## config.mk

```make
export PLATFORM = sky130hd
export DESIGN_NAME = framed_command_receiver_unit
export DESIGN_NICKNAME = d
export VERILOG_FILES = /design/src/hw/rtl/fcr_pkg.sv /design/src/hw/rtl/fcr_frame.sv /design/src/hw/rtl/framed_command_receiver_unit.sv
export SDC_FILE = /design/constraint.sdc
export NUM_CORES = 1
export LEC_CHECK = 0
export ABC_AREA = 1
export ABC_CLOCK_PERIOD_IN_PS = 2600
export BUFFER_PORTS_ARGS = -buffer_cell sky130_fd_sc_hd__buf_2
export CORE_UTILIZATION = 40
export DETAILED_ROUTE_END_ITERATION = 16
export MAX_ROUTING_LAYER = met4
export SLEW_MARGIN = 25
export SYNTH_ARGS = -nofsm -noshare
export SYNTH_HDL_FRONTEND = slang
export SYNTH_SLANG_ARGS = --single-unit
export TNS_END_PERCENT = 1
```

## constraint.sdc

```tcl
create_clock -name clk -period 2.6 [get_ports clk]
set_clock_uncertainty 0.1 [all_clocks]
set_input_delay 0.13 -clock clk [delete_from_list [all_inputs] [get_ports clk]]
set_output_delay 0.13 -clock clk [all_outputs]
set_load 0.1 [all_outputs]
```

## src/hw/rtl/fcr_pkg.sv

```systemverilog
`timescale 1ns / 1ps
`default_nettype none
// ----------------------------------------------------------------------------
// fcr_pkg: shared types and constants of the framed command receiver
// Byte markers, command codes, the frame phase type and the result record.
// ----------------------------------------------------------------------------
package fcr_pkg;

  localparam logic [7:0]  START_MARK  = 8'hFA;
  localparam logic [7:0]  CR_MARK     = 8'h0D;
  localparam logic [7:0]  LF_MARK     = 8'h0A;
  localparam logic [15:0] CMD_LED_ON  = 16'h1101;
  localparam logic [15:0] CMD_LED_OFF = 16'h1102;

  typedef enum logic [1:0] {
    PH_COLLECT  = 2'd0,
    PH_AWAIT_LF = 2'd1
  } phase_t;

  typedef struct packed {
    logic        frame_done;
    logic [15:0] command_word;
    logic        led_on;
    logic [3:0]  bytes_held;
  } result_t;

endpackage : fcr_pkg
`default_nettype wire

```

## src/hw/rtl/fcr_frame.sv

```systemverilog
`timescale 1ns / 1ps
`default_nettype none
// ----------------------------------------------------------------------------
// fcr_frame: frame state and per-byte update
// Holds the phase, byte buffer, latched command and LED state, and computes
// the result of one received byte; the state advances when step is high.
// ----------------------------------------------------------------------------
module fcr_frame #(
  parameter int BUFFER_BYTES = 8
) (
  input  wire logic             clk,
  input  wire logic             rst_n,
  input  wire logic             step,
  input  wire logic [7:0]       rx_byte,
  output fcr_pkg::result_t      res
);
  import fcr_pkg::*;

  localparam int CW = $clog2(BUFFER_BYTES + 1);
  localparam int IW = $clog2(BUFFER_BYTES);
  localparam logic [CW-1:0] FULL = CW'(BUFFER_BYTES);

  phase_t            phase_r, phase_nxt;
  logic [CW-1:0]     fill_r, fill_nxt;
  logic [7:0]        store_r   [BUFFER_BYTES];
  logic [7:0]        store_nxt [BUFFER_BYTES];
  logic [15:0]       cmd_r, cmd_nxt;
  logic              led_r, led_nxt;
  logic              done;
  logic              clear;
  logic [IW-1:0]     wr_idx;
  logic [7:0]        first_byte;
  logic [CW+3:0]     fill_ext;

  assign wr_idx = fill_r[IW-1:0];

  // Phase: a carriage return arms the line-feed check, and the following
  // byte always returns to collecting.
  always_comb begin
    phase_nxt = phase_r;
    unique case (phase_r)
      PH_COLLECT: begin
        if (rx_byte == CR_MARK) begin
          phase_nxt = PH_AWAIT_LF;
        end
      end
      PH_AWAIT_LF: phase_nxt = PH_COLLECT;
      default:     phase_nxt = PH_COLLECT;
    endcase
  end

  always_comb begin
    store_nxt  = store_r;
    fill_nxt   = fill_r;
    cmd_nxt    = cmd_r;
    done       = 1'b0;
    clear      = 1'b0;
    first_byte = store_r[0];
    if (phase_r == PH_AWAIT_LF) begin
      fill_nxt = '0;
      if (rx_byte == LF_MARK) begin
        cmd_nxt = {store_r[2], store_r[3]};
        clear   = 1'b1;
        done    = 1'b1;
      end
    end else if (rx_byte == CR_MARK) begin
      fill_nxt = fill_r;
    end else if (fill_r >= FULL) begin
      fill_nxt = '0;
      clear    = 1'b1;
    end else begin
      store_nxt[wr_idx] = rx_byte;
      if (wr_idx == '0) begin
        first_byte = rx_byte;
      end
      // A frame whose first byte is not the start mark is thrown away.
      if (first_byte != START_MARK) begin
        fill_nxt = '0;
        clear    = 1'b1;
      end else begin
        fill_nxt = fill_r + CW'(1);
      end
    end
    if (clear) begin
      for (int i = 0; i < BUFFER_BYTES; i++) begin
        store_nxt[i] = 8'h00;
      end
    end

    led_nxt = led_r;
    if (cmd_nxt == CMD_LED_ON) begin
      led_nxt = 1'b1;
    end else if (cmd_nxt == CMD_LED_OFF) begin
      led_nxt = 1'b0;
    end

    fill_ext         = {4'b0000, fill_nxt};
    res.frame_done   = done;
    res.command_word = cmd_nxt;
    res.led_on       = led_nxt;
    res.bytes_held   = fill_ext[3:0];
  end

  always_ff @(posedge clk) begin
    if (!rst_n) begin
      phase_r <= PH_COLLECT;
      fill_r  <= '0;
      cmd_r   <= '0;
      led_r   <= 1'b0;
      for (int i = 0; i < BUFFER_BYTES; i++) begin
        store_r[i] <= 8'h00;
      end
    end else if (step) begin
      phase_r <= phase_nxt;
      fill_r  <= fill_nxt;
      cmd_r   <= cmd_nxt;
      led_r   <= led_nxt;
      store_r <= store_nxt;
    end
  end

endmodule : fcr_frame
`default_nettype wire

```

## src/hw/rtl/framed_command_receiver_unit.sv

```systemverilog
`timescale 1ns / 1ps
`default_nettype none
// Latency: a result is valid in the cycle after its byte is accepted.
// Throughput: one byte per cycle; the output register frees in the same
// cycle it is taken, so a new byte is accepted whenever out_ready is high.
// Reset (rst_n low, synchronous) returns to collecting with an empty,
// zeroed buffer, command 0 and the LED off; no result is pending.
// ----------------------------------------------------------------------------
// framed_command_receiver_unit: framed command receiver
// Collects 0xFA-started frames ended by CR LF, latches bytes 2 and 3 as a
// command and drives an LED from it; one result request per received byte.
// ----------------------------------------------------------------------------
module framed_command_receiver_unit #(
  parameter int BUFFER_BYTES = 8
) (
  input  wire logic        clk,
  input  wire logic        rst_n,
  input  wire logic        in_valid,
  output logic             in_ready,
  input  wire logic [7:0]  in_rx_byte,
  output logic             out_valid,
  input  wire logic        out_ready,
  output logic             out_frame_done,
  output logic [15:0]      out_command_word,
  output logic             out_led_on,
  output logic [3:0]       out_bytes_held
);
  import fcr_pkg::*;

  logic    accept;
  logic    out_valid_r;
  result_t res;
  result_t res_r;

  assign in_ready = !out_valid_r || out_ready;
  assign accept   = in_valid && in_ready;

  fcr_frame #(
    .BUFFER_BYTES(BUFFER_BYTES)
  ) u_frame (
    .clk    (clk),
    .rst_n  (rst_n),
    .step   (accept),
    .rx_byte(in_rx_byte),
    .res    (res)
  );

  always_ff @(posedge clk) begin
    if (!rst_n) begin
      out_valid_r <= 1'b0;
    end else if (in_ready) begin
      out_valid_r <= in_valid;
    end
  end

  always_ff @(posedge clk) begin
    if (accept) begin
      res_r <= res;
    end
  end

  assign out_valid        = out_valid_r;
  assign out_frame_done   = res_r.frame_done;
  assign out_command_word = res_r.command_word;
  assign out_led_on       = res_r.led_on;
  assign out_bytes_held   = res_r.bytes_held;

endmodule : framed_command_receiver_unit
`default_nettype wire

```

==> metrics.cfg <==
[sta]
hold_violations = 0
relSlewSlack_pct = 49.72
period_needed_ps = 2188
setup_viol = 0
fmax_mhz = 457.0
tightest_slew_ps = 753.3
rsz0062_at_grt = no
final_max_slew_viol_count = 0
fin_crit_sh_pct = 84.16
whs_ps = 17.58
fin_tns_setup_ps = 0

[floorplanning]
die_w_um = 89.81
fp.dieH_um = 89.81
fp.dieArea_um2 = 8066
pin_count = 36
rows = 31
core_area_um2 = 7370
initial_utilization_pct = 41.85

[synth]
synth_area_leader_cell = dfxtp_1
syn-num-nets = 390
syn_area_per_cell_um2 = 8.203
synthCells = 376
seq_area_frac_synth_pct = 51.93
ys_warn_count = 0
ys_ff_latch = 69
synth_top_area_share_pct = 30.51
synth.distinct_cells = 33
ys_top_cells_by_area = dfxtp_1, edfxtp_1, nand2_1, a21oi_1, nand4_1
syn_area_um2 = 3084

[setup_path]
cp_max_fo = 24
cp.arrival_ps = 2350
worst_setup_path_end_kind = flip-flop
cp-start-kind = flip-flop
critPathRequiredTime_ps = 2760
path_class = flip-flop to flip-flop

[outcome]
status = completed

[clocking]
clockBufferDepth = 2
post_cts_resized = 0
htreeDepth = 3
clock_latency_ps = 340
cts.sinks = 69
cts.root.buffer_cell = clkbuf_8
cts_tree = built
clkTransAtPathRegs_ps = 70
cts_buffers = 9

[place]
hpwl_mm = 4.676
io_buffers = 35
gp_congestion = 0.8325

[global_route]
grt_pass1_wl_mm = 11.10
grt_pass1_vias = 2366
grt.overflow.total = 0
grt_max_degree = 28
grtUsageTotal_pct = 17.92
antenna_found_initial = 0

[hold_path]
hold_class = primary input to flip-flop

[routing]
vias_per_cell = 4.954
drt-pass1-iter-count = 4
dr_total_vias = 2581
wl_per_cell_um = 12.93
drc = 0
ant_nets = 0
finalWirelength_mm = 6.737
drt_iter0_drc = 85

[finish]
num_antenna_cells = 0
syn2layout_area_growth_pct = 15.78
final_core_util_pct = 48.46
layout-drive-gt1-share_pct = 18.72
area.sequential_um2 = 1603
final_nets = 431
n_fill_cell = 761
final_common_cell = nand2_1
multi_input_area_um2 = 1229
final_cell_mix = nand2_1, dfxtp_1, inv_1, nor2_1, a21oi_1

[power]
power_density_nw_per_um2 = 690.8
vdd_drop_max_uv = 347.3
p_leak_nw = 1.588

[job]
drv_cap = 0

worst max-delay path: stages, from the launching register on:
cell and delay (ps):
dfxtp_1 420, inv_1 100, ha_1 200, nand2_1 80
nand2_1 60, o31ai_2 270, nand3_2 190, nand2_2 360
nand4_1 170, a21oi_1 150
cell type report:
type / count / share of cell area, %
clock buffer: 15 / 4.660
clock inverter: 1 / 0.8409
inverter: 45 / 4.800
multi-input combinational: 248 / 34.41
sequential: 69 / 44.88
tap: 99 / 3.469
timing repair buffer: 44 / 6.938
sequential cells by signal (all words and copies together) (netlist names):
register	cells
out_bytes_held	4
out_led_on	1
u_frame.store_r	24
out_frame_done	1
u_frame.phase_r	1
u_frame.cmd_r	16
u_frame.fill_r	4
u_frame.led_r	1
out_valid	1
out_command_word	16
cell usage after synthesis (all sizes together):
cell type and n:
a21oi 36, buf 7, clkbuf 7, dfxtp 47, edfxtp 22, ha 2
inv 45, nand2 92, nand3 7, nand3b 1, nand4 25, nor2 40
nor3 6, o2111ai 1, o21ai 31, o21bai 1, o31ai 2, or2 2
xor2 2
power breakdown:
part / switching [mW] / internal (mW) / total [mW]
registers: 0.0183 / 1.16 / 1.18
clock network: 0.378 / 0.498 / 0.876
logic: 0.332 / 0.0762 / 0.408
through the flow:
step           area, µm²  worst slack (ps)  instances  total power [mW]
2_1_floorplan       3088             366.6        376             1.531
3_3_place_gp        3354             509.4        503             1.609
3_5_place_dp        3354             411.5        503             1.613
4_1_cts             3571             404.1        521             2.488
5_1_grt             3571             156.6        521             2.554
6_report            3571             411.9        521             2.467
cell families (layout without fill, tap and decap cells):
family                     Yosys count  in the layout  share of synthesized area, %
AOI/OAI and AO/OA                   71             71                         12.41
xor gates and xnor gates             2              2                        0.5681
and+or+nand+nor                    173            173                         25.96
DFF                                 69             69                         51.93
buffers and inverters               59            105                         8.316
adders and majority gates            2              2                        0.8112
final timing paths:
kind	start	to	slack (ps)	cells past startpoint
min	in_rx_byte[3]	u_frame.store_r[59]	20	3
max reg2reg	u_frame.fill_r[0]	u_frame.store_r[34]	410	9
min reg2reg	u_frame.store_r[62]	u_frame.store_r[62]	370	2
max	u_frame.fill_r[0]	u_frame.store_r[34]	410	9
metal layers:
layer / routed length, µm / vias to the layer above / part of all wire (%) / track usage, %
li1: - / 1336 / - / -
met1: 3356 / 1196 / 50 / 22.48
met2: 3082 / 40 / 46 / 28.33
met3: 181 / 9 / 2.7 / 3.046
met4: 116 / 0 / 1.7 / 8.197
met5: 0 / - / 0 / -
what timing repair did:
action | 4_1_cts | 5_1_grt
hold buffers | 2 | 0
buffers inserted | 0 | 0
endpoints found under the hold margin | 6 | 0
Power figures use the tool's default switching activity.
